**src/rtl/core/piecewise_linear_curve_eval_unit_assert.svh**
```systemverilog
// Assertion macros for the piecewise-linear curve evaluation unit.
`ifndef PIECEWISE_LINEAR_CURVE_EVAL_UNIT_ASSERT_SVH
`define PIECEWISE_LINEAR_CURVE_EVAL_UNIT_ASSERT_SVH

// Same-cycle implication, disabled while reset is high.
`define PWL_ASSERT_NOW(label, clk, rst, ante, cons, msg) \
   label: assert property (@(posedge clk) disable iff (rst) (ante) |-> (cons)) \
      else $error(msg);

// Next-cycle implication, checked during reset as well.
`define PWL_ASSERT_NEXT(label, clk, ante, cons, msg) \
   label: assert property (@(posedge clk) (ante) |=> (cons)) \
      else $error(msg);

`endif

```
**src/rtl/core/pwl_pkg.sv**
```systemverilog
// Package with curve tables, widths and stage types of the curve evaluation unit.
`default_nettype none

package pwl_pkg;

   localparam int POINTS     = 22;
   localparam int RATIO_W    = 16;
   localparam int VALUE_W    = 15;
   localparam int SEG_W      = 5;
   localparam int OFS_W      = 10;
   localparam int SLOPE_W    = 20;
   localparam int SLOPE_FRAC = 16;
   localparam int PROD_W     = OFS_W + SLOPE_W;
   localparam int MAG_W      = PROD_W + 1 - SLOPE_FRAC;
   localparam int SUM_W      = VALUE_W + 2;

   localparam logic [PROD_W:0] ROUND_HALF = (PROD_W + 1)'(1) << (SLOPE_FRAC - 1);

   localparam logic signed [RATIO_W-1:0] BX [POINTS] = '{
      16'sd0,    16'sd406,  16'sd812,  16'sd1218, 16'sd1624, 16'sd2029,
      16'sd2434, 16'sd2838, 16'sd3241, 16'sd3645, 16'sd4049, 16'sd4454,
      16'sd4861, 16'sd5270, 16'sd5681, 16'sd6096, 16'sd6512, 16'sd6931,
      16'sd7350, 16'sd7771, 16'sd8192, 16'sd9011
   };

   localparam logic [VALUE_W-1:0] VY [POINTS] = '{
      15'd1638,  15'd4827,  15'd7881,  15'd10665, 15'd13044, 15'd14884,
      15'd16049, 15'd16406, 15'd15945, 15'd14842, 15'd13291, 15'd11486,
      15'd9621,  15'd7887,  15'd6468,  15'd5399,  15'd4623,  15'd4081,
      15'd3715,  15'd3467,  15'd3277,  15'd0
   };

   // Slope magnitudes per segment; the last entry belongs to the clamp above the curve.
   localparam logic [SLOPE_W-1:0] SLOPE_MAG [POINTS] = '{
      20'd514764, 20'd492973, 20'd449390, 20'd384015, 20'd297744, 20'd188517,
      20'd57912,  20'd74968,  20'd178926, 20'd251600, 20'd292080, 20'd300306,
      20'd277847, 20'd226267, 20'd168814, 20'd122250, 20'd84774,  20'd57246,
      20'd38606,  20'd29577,  20'd262224, 20'd0
   };

   localparam logic SLOPE_NEG [POINTS] = '{
      1'b0, 1'b0, 1'b0, 1'b0, 1'b0, 1'b0, 1'b0, 1'b1, 1'b1, 1'b1, 1'b1,
      1'b1, 1'b1, 1'b1, 1'b1, 1'b1, 1'b1, 1'b1, 1'b1, 1'b1, 1'b1, 1'b0
   };

   typedef struct packed {
      logic                      valid;
      logic                      clamp;
      logic [SEG_W-1:0]          seg;
      logic signed [RATIO_W-1:0] ratio;
   } seg_stage_type;

   typedef struct packed {
      logic               valid;
      logic [OFS_W-1:0]   offset;
      logic [SLOPE_W-1:0] slope_mag;
      logic               slope_neg;
      logic [VALUE_W-1:0] base;
   } coef_stage_type;

   typedef struct packed {
      logic               valid;
      logic [PROD_W-1:0]  prod_mag;
      logic               neg;
      logic [VALUE_W-1:0] base;
   } prod_stage_type;

   typedef struct packed {
      logic               valid;
      logic [VALUE_W-1:0] value;
   } out_stage_type;

endpackage

`default_nettype wire

```
**src/rtl/core/pwl_if.sv**
```systemverilog
// Request and response channel interfaces of the curve evaluation unit.
`default_nettype none

interface pwl_req_if;
   logic                                       valid;
   logic                                       ready;
   logic signed [pwl_pkg::RATIO_W-1:0]         ratio;

   modport source (output valid, output ratio, input ready);
   modport sink (input valid, input ratio, output ready);
endinterface

interface pwl_rsp_if;
   logic                              valid;
   logic                              ready;
   logic [pwl_pkg::VALUE_W-1:0]       curve_value;

   modport source (output valid, output curve_value, input ready);
   modport sink (input valid, input curve_value, output ready);
endinterface

`default_nettype wire

```
**src/rtl/core/pwl_seg_find.sv**
```systemverilog
// First stage: breakpoint compares, segment select and clamp detection.
`default_nettype none

module pwl_seg_find (
   input  wire logic                                clock,
   input  wire logic                                reset,
   input  wire logic                                advance,
   input  wire logic                                in_valid,
   input  wire logic signed [pwl_pkg::RATIO_W-1:0]  in_ratio,
   output pwl_pkg::seg_stage_type                   seg_out
);

   pwl_pkg::seg_stage_type seg_in;
   pwl_pkg::seg_stage_type seg_ff;

   always_comb begin
      logic below;
      logic above;
      logic [pwl_pkg::SEG_W-1:0] seg_idx;
      below   = in_ratio < pwl_pkg::BX[0];
      above   = in_ratio >= pwl_pkg::BX[pwl_pkg::POINTS-1];
      seg_idx = '0;
      for (int k = 1; k < pwl_pkg::POINTS - 1; k++) begin
         if (in_ratio >= pwl_pkg::BX[k]) begin
            seg_idx = pwl_pkg::SEG_W'(k);
         end
      end
      seg_in.valid = in_valid;
      seg_in.clamp = below | above;
      seg_in.ratio = in_ratio;
      if (below) begin
         seg_in.seg = '0;
      end else if (above) begin
         seg_in.seg = pwl_pkg::SEG_W'(pwl_pkg::POINTS - 1);
      end else begin
         seg_in.seg = seg_idx;
      end
   end

   always_ff @(posedge clock) begin
      if (reset) begin
         seg_ff.valid <= 1'b0;
      end else if (advance) begin
         seg_ff <= seg_in;
      end
   end

   assign seg_out = seg_ff;

endmodule

`default_nettype wire

```
**src/rtl/core/pwl_coef.sv**
```systemverilog
// Second stage: segment offset and slope and base value lookup.
`default_nettype none

module pwl_coef (
   input  wire logic                   clock,
   input  wire logic                   reset,
   input  wire logic                   advance,
   input  pwl_pkg::seg_stage_type      seg_in,
   output pwl_pkg::coef_stage_type     coef_out
);

   pwl_pkg::coef_stage_type coef_in;
   pwl_pkg::coef_stage_type coef_ff;

   always_comb begin
      logic signed [pwl_pkg::RATIO_W-1:0] diff;
      diff = seg_in.ratio - pwl_pkg::BX[seg_in.seg];
      coef_in.valid     = seg_in.valid;
      coef_in.offset    = seg_in.clamp ? '0 : diff[pwl_pkg::OFS_W-1:0];
      coef_in.slope_mag = seg_in.clamp ? '0 : pwl_pkg::SLOPE_MAG[seg_in.seg];
      coef_in.slope_neg = pwl_pkg::SLOPE_NEG[seg_in.seg];
      coef_in.base      = pwl_pkg::VY[seg_in.seg];
   end

   always_ff @(posedge clock) begin
      if (reset) begin
         coef_ff.valid <= 1'b0;
      end else if (advance) begin
         coef_ff <= coef_in;
      end
   end

   assign coef_out = coef_ff;

endmodule

`default_nettype wire

```
**src/rtl/core/pwl_mac.sv**
```systemverilog
// Third and fourth stages: slope multiply, rounding, base add and saturation.
`default_nettype none

module pwl_mac (
   input  wire logic                   clock,
   input  wire logic                   reset,
   input  wire logic                   advance,
   input  pwl_pkg::coef_stage_type     coef_in,
   output pwl_pkg::out_stage_type      out_stage
);

   pwl_pkg::prod_stage_type prod_in;
   pwl_pkg::prod_stage_type prod_ff;
   pwl_pkg::out_stage_type  out_in;
   pwl_pkg::out_stage_type  out_ff;

   always_comb begin
      prod_in.valid    = coef_in.valid;
      prod_in.prod_mag = pwl_pkg::PROD_W'(coef_in.offset) * pwl_pkg::PROD_W'(coef_in.slope_mag);
      prod_in.neg      = coef_in.slope_neg;
      prod_in.base     = coef_in.base;
   end

   always_comb begin
      logic [pwl_pkg::PROD_W:0]          rnd;
      logic [pwl_pkg::MAG_W-1:0]         mag;
      logic signed [pwl_pkg::SUM_W-1:0]  sum;
      rnd = {1'b0, prod_ff.prod_mag} + pwl_pkg::ROUND_HALF;
      mag = rnd[pwl_pkg::PROD_W:pwl_pkg::SLOPE_FRAC];
      if (prod_ff.neg) begin
         sum = $signed(pwl_pkg::SUM_W'(prod_ff.base)) - $signed(pwl_pkg::SUM_W'(mag));
      end else begin
         sum = $signed(pwl_pkg::SUM_W'(prod_ff.base)) + $signed(pwl_pkg::SUM_W'(mag));
      end
      out_in.valid = prod_ff.valid;
      if (sum[pwl_pkg::SUM_W-1]) begin
         out_in.value = '0;
      end else if (sum[pwl_pkg::SUM_W-2:pwl_pkg::VALUE_W] != '0) begin
         out_in.value = '1;
      end else begin
         out_in.value = sum[pwl_pkg::VALUE_W-1:0];
      end
   end

   always_ff @(posedge clock) begin
      if (reset) begin
         prod_ff.valid <= 1'b0;
         out_ff.valid  <= 1'b0;
      end else if (advance) begin
         prod_ff <= prod_in;
         out_ff  <= out_in;
      end
   end

   assign out_stage = out_ff;

endmodule

`default_nettype wire

```
**src/rtl/core/piecewise_linear_curve_eval_unit.sv**
```systemverilog
// Top level of the piecewise-linear curve evaluation unit.
//
//   Channel   Direction  Payload
//   req_if    in         ratio, signed Q2.13
//   rsp_if    out        curve_value, unsigned Q1.14
//
// The pipeline has four register stages: segment compare, table lookup, multiply,
// and round with saturation into the output register.
// A request is accepted every cycle unless a valid response is stalled.
// Reset clears the stage valid bits only.
// A stalled response freezes all stages together, so nothing is lost or repeated.
`default_nettype none

`include "piecewise_linear_curve_eval_unit_assert.svh"

module piecewise_linear_curve_eval_unit (
   input  wire logic  clock,
   input  wire logic  reset,
   pwl_req_if.sink    req_if,
   pwl_rsp_if.source  rsp_if
);

   logic                     advance;
   pwl_pkg::seg_stage_type   seg_stage;
   pwl_pkg::coef_stage_type  coef_stage;
   pwl_pkg::out_stage_type   out_stage;

   assign advance = ~out_stage.valid | rsp_if.ready;

   pwl_seg_find u_seg_find (
      .clock    (clock),
      .reset    (reset),
      .advance  (advance),
      .in_valid (req_if.valid),
      .in_ratio (req_if.ratio),
      .seg_out  (seg_stage)
   );

   pwl_coef u_coef (
      .clock    (clock),
      .reset    (reset),
      .advance  (advance),
      .seg_in   (seg_stage),
      .coef_out (coef_stage)
   );

   pwl_mac u_mac (
      .clock     (clock),
      .reset     (reset),
      .advance   (advance),
      .coef_in   (coef_stage),
      .out_stage (out_stage)
   );

   assign req_if.ready       = advance;
   assign rsp_if.valid       = out_stage.valid;
   assign rsp_if.curve_value = out_stage.value;

   `PWL_ASSERT_NOW(a_no_accept_on_stall, clock, reset, rsp_if.valid && !rsp_if.ready, !req_if.ready, "request accepted while response stalled")
   `PWL_ASSERT_NEXT(a_reset_clears_output, clock, reset, !rsp_if.valid, "response valid right after reset")
   `PWL_ASSERT_NEXT(a_stall_holds_stage, clock, !advance && !reset, $stable(seg_stage) && $stable(coef_stage), "pipeline stage changed during stall")

endmodule

`default_nettype wire

```
**src/flat_wrapper.sv**
```systemverilog
// flat-port wrapper written by rule: the top's interface ports become plain ports
module piecewise_linear_curve_eval_unit_flat 
  (clock, reset, req_if_valid, req_if_ratio, req_if_ready, rsp_if_valid, rsp_if_curve_value, rsp_if_ready);
  pwl_req_if req_if_i ();
  pwl_rsp_if rsp_if_i ();
  input  wire logic clock;
  input  wire logic reset;
  input wire logic [$bits(req_if_i.valid)-1:0] req_if_valid;
  input wire logic [$bits(req_if_i.ratio)-1:0] req_if_ratio;
  output wire logic [$bits(req_if_i.ready)-1:0] req_if_ready;
  output wire logic [$bits(rsp_if_i.valid)-1:0] rsp_if_valid;
  output wire logic [$bits(rsp_if_i.curve_value)-1:0] rsp_if_curve_value;
  input wire logic [$bits(rsp_if_i.ready)-1:0] rsp_if_ready;
  assign req_if_i.valid = req_if_valid;
  assign req_if_i.ratio = req_if_ratio;
  assign req_if_ready = req_if_i.ready;
  assign rsp_if_valid = rsp_if_i.valid;
  assign rsp_if_curve_value = rsp_if_i.curve_value;
  assign rsp_if_i.ready = rsp_if_ready;
  piecewise_linear_curve_eval_unit u_core (.clock(clock), .reset(reset), .req_if(req_if_i), .rsp_if(rsp_if_i));
endmodule
```
**config.mk**
```make
export PLATFORM = sky130hd
export DESIGN_NAME = piecewise_linear_curve_eval_unit_flat
export DESIGN_NICKNAME = d
export VERILOG_FILES = /design/src/rtl/core/pwl_pkg.sv /design/src/rtl/core/pwl_if.sv /design/src/rtl/core/pwl_seg_find.sv /design/src/rtl/core/pwl_coef.sv /design/src/rtl/core/pwl_mac.sv /design/src/rtl/core/piecewise_linear_curve_eval_unit.sv /design/src/flat_wrapper.sv
export VERILOG_INCLUDE_DIRS = /design/src /design/src/rtl/core
export SDC_FILE = /design/constraint.sdc
export NUM_CORES = 1
export LEC_CHECK = 0
export ABC_AREA = 1
export BUFFER_PORTS_ARGS = -buffer_cell sky130_fd_sc_hd__clkbuf_2
export CAP_MARGIN = 5
export CORE_MARGIN = 2
export CORE_UTILIZATION = 45
export CTS_CLUSTER_DIAMETER = 200
export CTS_CLUSTER_SIZE = 14
export DETAILED_ROUTE_END_ITERATION = 16
export GPL_ROUTABILITY_DRIVEN = 1
export GPL_TIMING_DRIVEN = 0
export SLEW_MARGIN = 10
export SYNTH_ARGS = -nofsm -noshare
export SYNTH_HDL_FRONTEND = slang
export SYNTH_SLANG_ARGS = --single-unit
```
**constraint.sdc**
```tcl
create_clock -name clock -period 17.4 [get_ports clock]
set_clock_uncertainty 0.2 [all_clocks]
set_input_delay 3.48 -clock clock [delete_from_list [all_inputs] [get_ports clock]]
set_output_delay 3.48 -clock clock [all_outputs]
set_load 0.03 [all_outputs]
```
; Word-level counts from Yosys, hierarchy flattened
; Memories as Yosys holds them, arrays and structs flattened. A register that Yosys moved wholly into a read port is not among the register bits.
; Index checks and enable logic that the tools add are counted.
[op_classes]
addsub = 4
bitwise = 5
n_mul = 1
reduce_logical = 3
order_cmp = 23
n_mux = 25
[op_table]
columns = cell, n
row1 = 16-bit by 14-bit >= comparator with 1-bit output (second input constant), 9
row2 = 5-bit two-way mux, 20
row3 = 16-bit by 13-bit >= comparator with 1-bit output (second input constant), 5
row4 = 16-bit by 12-bit >= comparator with 1-bit output (second input constant), 3
row5 = 16-bit by 15-bit >= comparator with 1-bit output (second input constant), 2
row6 = 30-bit by 16-bit adder with 31-bit output (second input constant), 1
row7 = 10-bit by 20-bit multiplier with 30-bit output, 1
row8 = 10-bit two-way mux, 2
row9 = 17-bit two-way mux, 1
row10 = 15-bit by 15-bit adder with 16-bit output, 1
row11 = 16-bit by 10-bit >= comparator with 1-bit output (second input constant), 1
row12 = 16-bit by 11-bit >= comparator with 1-bit output (second input constant), 1
row13 = 16-bit by 1-bit < comparator with 1-bit output (second input constant), 1
row14 = 15-bit by 15-bit subtractor with 16-bit output, 1
row15 = 15-bit two-way mux, 1
row16 = 10-bit subtractor, 1
row17 = 7-bit OR reduction, 1
row18 = 6-bit >= comparator (second input constant), 1
row19 = 5-bit inverter with 6-bit output, 1
row20 = 3-bit OR reduction, 1
row21 = 1-bit inverter, 2
row22 = 1-bit OR, 2
row23 = 2-bit AND reduction, 1
row24 = 1-bit two-way mux, 1
[totals]
regBits = 91
mem_count = 4
out_inout_bits = 17
romBits = 1664
elab_cells = 79
[mem_list]
columns = name, depth, word_bits, rd, rd_ports_with_merged_regs, wr, line
row1 = (no name shown), 32, 20, 1, 1, 0, pwl_coef.sv:20  ; coef_in.slope_mag = seg_in.clamp ? '0 : pwl_pkg::SLOPE_MAG[seg_in.seg];
row2 = (no name shown), 32, 16, 1, 0, 0, pwl_coef.sv:17  ; diff = seg_in.ratio - pwl_pkg::BX[seg_in.seg];
row3 = (no name shown), 32, 15, 1, 1, 0, pwl_coef.sv:22  ; coef_in.base = pwl_pkg::VY[seg_in.seg];
row4 = (no name shown), 32, 1, 1, 1, 0, pwl_coef.sv:21  ; coef_in.slope_neg = pwl_pkg::SLOPE_NEG[seg_in.seg];

; Logic depth before layout (Yosys ltp)
[logic_depth]
ltp_word = 22
ltp_mapped = 26

; Hierarchy
; From an unflattened synthesis, not the netlist that was laid out.
[unflattened]
cells_unflattened = 2062
hier_area_um2 = 15456.1
[modules_own_cells]
columns = mod, instances, area_each_um2, cells_per_inst, seq_area_each_um2
row1 = pwl_mac, 1, 10477.5, 1430, 1421.4
row2 = pwl_coef, 1, 3301.9, 400, 1371.3
row3 = pwl_seg_find, 1, 1669.1, 230, 680.7
row4 = piecewise_linear_curve_eval_unit, 1, 7.5, 2, 0.0

; Least setup slack after synthesis
; Ideal clock, no wire load.
[synth_timing]
kind = input port to flip-flop
startpoint = input rsp_if_ready
endpoint = register u_core.u_coef.coef_out[0] (netlist name)
slack_ns = 8.609
n_path_buf = 0
setup_ns = 0.574
stages = 2
arrival_ns = 8.017
cell_sequence = nor2_1 -> nor2_1
[synth_between]
elab_chain_cells = 2
[synth_lines]
columns = element, line
row1 = "start, declared", flat_wrapper.sv:13  ; input wire logic [$bits(rsp_if_i.ready)-1:0] rsp_if_ready;
row2 = 1-bit OR, piecewise_linear_curve_eval_unit.sv:28  ; assign advance = ~out_stage.valid | rsp_if.ready;
row3 = 2-bit AND reduction (no line), --
; Every way passes these cells.
; A chain may end at the register's enable or synchronous reset.

; Worst setup path in the final report
[layout_timing]
startpoint = input rsp_if_ready
endpoint = output req_if_ready
[layout_between]
elab_chain_cells = 1
[layout_lines]
columns = element, line
row1 = 1-bit OR, piecewise_linear_curve_eval_unit.sv:28
row2 = "end, declared", flat_wrapper.sv:10  ; output wire logic [$bits(req_if_i.ready)-1:0] req_if_ready;
; Every way passes these cells.

==> flow_metrics.env <==
export IMPL_status="complete, no violations"
export IMPL_row_count=63
export IMPL_setup_viol=0
export IMPL_htree_levels=3
export IMPL_crit_slowest_cell="nor2_1"
export IMPL_synth_ff_type="edfxtp_1"
export IMPL_dieArea_um2=31700
export IMPL_final_cell_mix="403 x inv_1, 388 x nand2_1, 137 x fa_1, 124 x ha_1, 115 x nor2_1"
export IMPL_cap_viol_max_count=0
export IMPL_synth_edf_count=107
export IMPL_critPathMaxFanout=6
export IMPL_met2_usage=0.394
export IMPL_synth_area_leaders="edfxtp_1 24%, fa_1 20%, ha_1 11%, inv_1 11%, nand2_1 11%"
export IMPL_cts_buffers=9
export IMPL_slew_headroom=0.468
export IMPL_async_flop_share=0
export IMPL_cts_setup_buffers=0
export IMPL_grt_busiest_layer="met2"
export IMPL_required_ps=13720
export IMPL_hold_viol=0
export IMPL_gp_congestion=0.941
export IMPL_antenna_left=0
export IMPL_synth_seq_area_share=0.242
export IMPL_antenna_cells=0
export IMPL_port_buffers=36
export IMPL_max_freq_mhz=126
export IMPL_cts_hold_buffers=0
export IMPL_synth_top_area_frac=0.236
export IMPL_synthCells=1747
export IMPL_min_period_over_period=0.457
export IMPL_wirelength_mm=36.0
export IMPL_grt_pass1_vias=11300
export IMPL_slew_viol_final=0
export IMPL_worstMarginPinSlew_ps=797
export IMPL_path_class="in2out"
export IMPL_drc_errors=0
export IMPL_cpMostUsedCell="clkbuf_2"
export IMPL_crit_arrival_ps=4280
export IMPL_worstPathCellList="clkbuf_2, nor2_1, inv_1, clkbuf_2"
export IMPL_gr_usage_met3=0.0493
export IMPL_ctsResizeCount=0
export IMPL_vdd_drop_max_mv=0.0676
export IMPL_overflow=0
export IMPL_grt_total_usage=0.237
export IMPL_syn_avg_cell_area_um2=7.79
export IMPL_layout_commonest_cell="inv_1"
export IMPL_first_pass_iters=5
export IMPL_ctsRootBufferMaster="clkbuf_16"
export IMPL_yosysUniqueCellTypes=47
export IMPL_synth_largest_area_cell="edfxtp_1"
export IMPL_synth_area_um2=13600
export IMPL_rsz0062_at_grt="false"
export IMPL_vias_per_cell=5.20
export IMPL_fill_cells=2940
export IMPL_fp_dieW_um=178
export IMPL_grtUsageMet1=0.316
export IMPL_core_area_um2=29700
export IMPL_ys_warn_count=0
export IMPL_post_drt_wl_per_cell_um=16.4
export IMPL_powerDensity_nw_per_um2=132
export IMPL_worst_path_largest_cell_delay_ps=350
export IMPL_vias=11400
export IMPL_cts_buffer_depth=2
export IMPL_pin_count=37
export IMPL_fin_tns_setup_ps=0
export IMPL_clkSinkCount=111
export IMPL_ys_ff_latch=111
export IMPL_dp_hpwl_mm=29.3
export IMPL_drive_gt1_frac=0.0449
export IMPL_period_minus_slack_ps=7960
export IMPL_initial_core_util=0.458
export IMPL_clkTransAtPathRegs_ps=80
export IMPL_p_leak_nw=7.74
export IMPL_grt_max_degree=33
export IMPL_synth_fp_nets=2028
export IMPL_cts_tree="built"
export IMPL_start_kind="input pin"
export IMPL_worstSkewPairLatency_ps=350
export IMPL_total_power_mw=1.94
export IMPL_syn_to_final_growth_pct=7.99
export IMPL_critical_path_endpoint_type="primary output"
export IMPL_antenna_found_initial=0
export IMPL_first_iter_violations=739
export IMPL_final_nets=2079
export IMPL_grt_pass1_wl_mm=58.3
export IMPL_hold_path_class="reg2reg"
export IMPL_die_h_um=178
-- worst max-delay path, delay by kind of cell --
family,cells,cell delay (ps)
buf+inv,3,450
simple gates,1,350
-- per-layer routing --
metal,vias to the layer above,part of all wire
met5,-,0
met4,0,0.022
met3,62,0.073
met2,393,0.47
met1,5412,0.43
li1,5540,-
-- power by group --
part           total (mW)  switching, mW  internal, mW
combinational        1.32          0.842         0.473
sequential          0.403         0.0221         0.381
clock               0.222          0.103         0.119
-- cells by family after synthesis --
family / Yosys count / synth area share
DFF: 111 / 0.242
buffers and inverters: 473 / 0.131
xor gates and xnor gates: 39 / 0.0251
adders and majority gates: 261 / 0.315
AOI/OAI and AO/OA: 284 / 0.117
and+or+nand+nor: 579 / 0.169
-- synthesized netlist by cell type, drive strengths merged (2+ instances only) --
master	count
nand4	7
xor2	34
o22ai	13
buf	8
o21bai	7
inv	412
clkbuf	52
o21ai	118
o31ai	8
nand3b	3
a22oi	2
a21boi	2
nand3	33
o2111ai	2
fa	137
xnor2	5
dfxtp	4
nor3	18
a221oi	3
nor2	120
a21o	2
nand2	390
edfxtp	107
o211ai	8
a21oi	94
a31oi	13
ha	124
a211oi	3
nor4	6
o32ai	2
o221ai	3
-- final cells by class --
class,instances,area [um2],share of cell area
Buffer,60,238,0.0162
Multi-Input combinational cell,1163,8540,0.581
Tap cell,390,488,0.0332
Timing Repair Buffer,40,275,0.0187
Sequential cell,111,3290,0.224
Clock buffer,11,243,0.0165
Clock inverter,5,75.1,0.00511
Inverter,413,1550,0.105
-- registers in the layout, indices dropped and copies added, names as in the netlist --
register and cells:
u_core.u_coef.coef_out 46, u_core.u_mac.prod_ff 31, u_core.u_seg_find.seg_out 17, u_core.u_mac.out_stage 16
u_core.u_mac.out_in 1
-- metrics by stage --
step	setup slack [ps]	utilization	area, um2	instances	hold WS, ps
6_report	9440	0.495	14700	2193	217
5_1_grt	9330	0.495	14700	2193	224
4_1_cts	9430	0.495	14700	2193	218
3_5_place_dp	9440	0.484	14400	2177	205
3_3_place_gp	6640	0.481	14300	2173	204
2_1_floorplan	8610	-	13600	1747	200
-- path summary, 6_finish.rpt --
kind                                                 start                            endpoint  slack, ps  depth (start not counted)
hold / removal        u_core.u_coef.coef_out[10]$_DFFE_PP_  u_core.u_mac.prod_ff[10]$_DFFE_PP_        220                          0
hold reg to reg       u_core.u_coef.coef_out[10]$_DFFE_PP_  u_core.u_mac.prod_ff[10]$_DFFE_PP_        220                          0
setup reg to reg  u_core.u_coef.coef_out[41]$_SDFFCE_PP0P_  u_core.u_mac.prod_ff[43]$_DFFE_PP_      10530                         25
setup / recovery                              rsp_if_ready                        req_if_ready       9440                          4
Power figures use the tool's default switching activity.
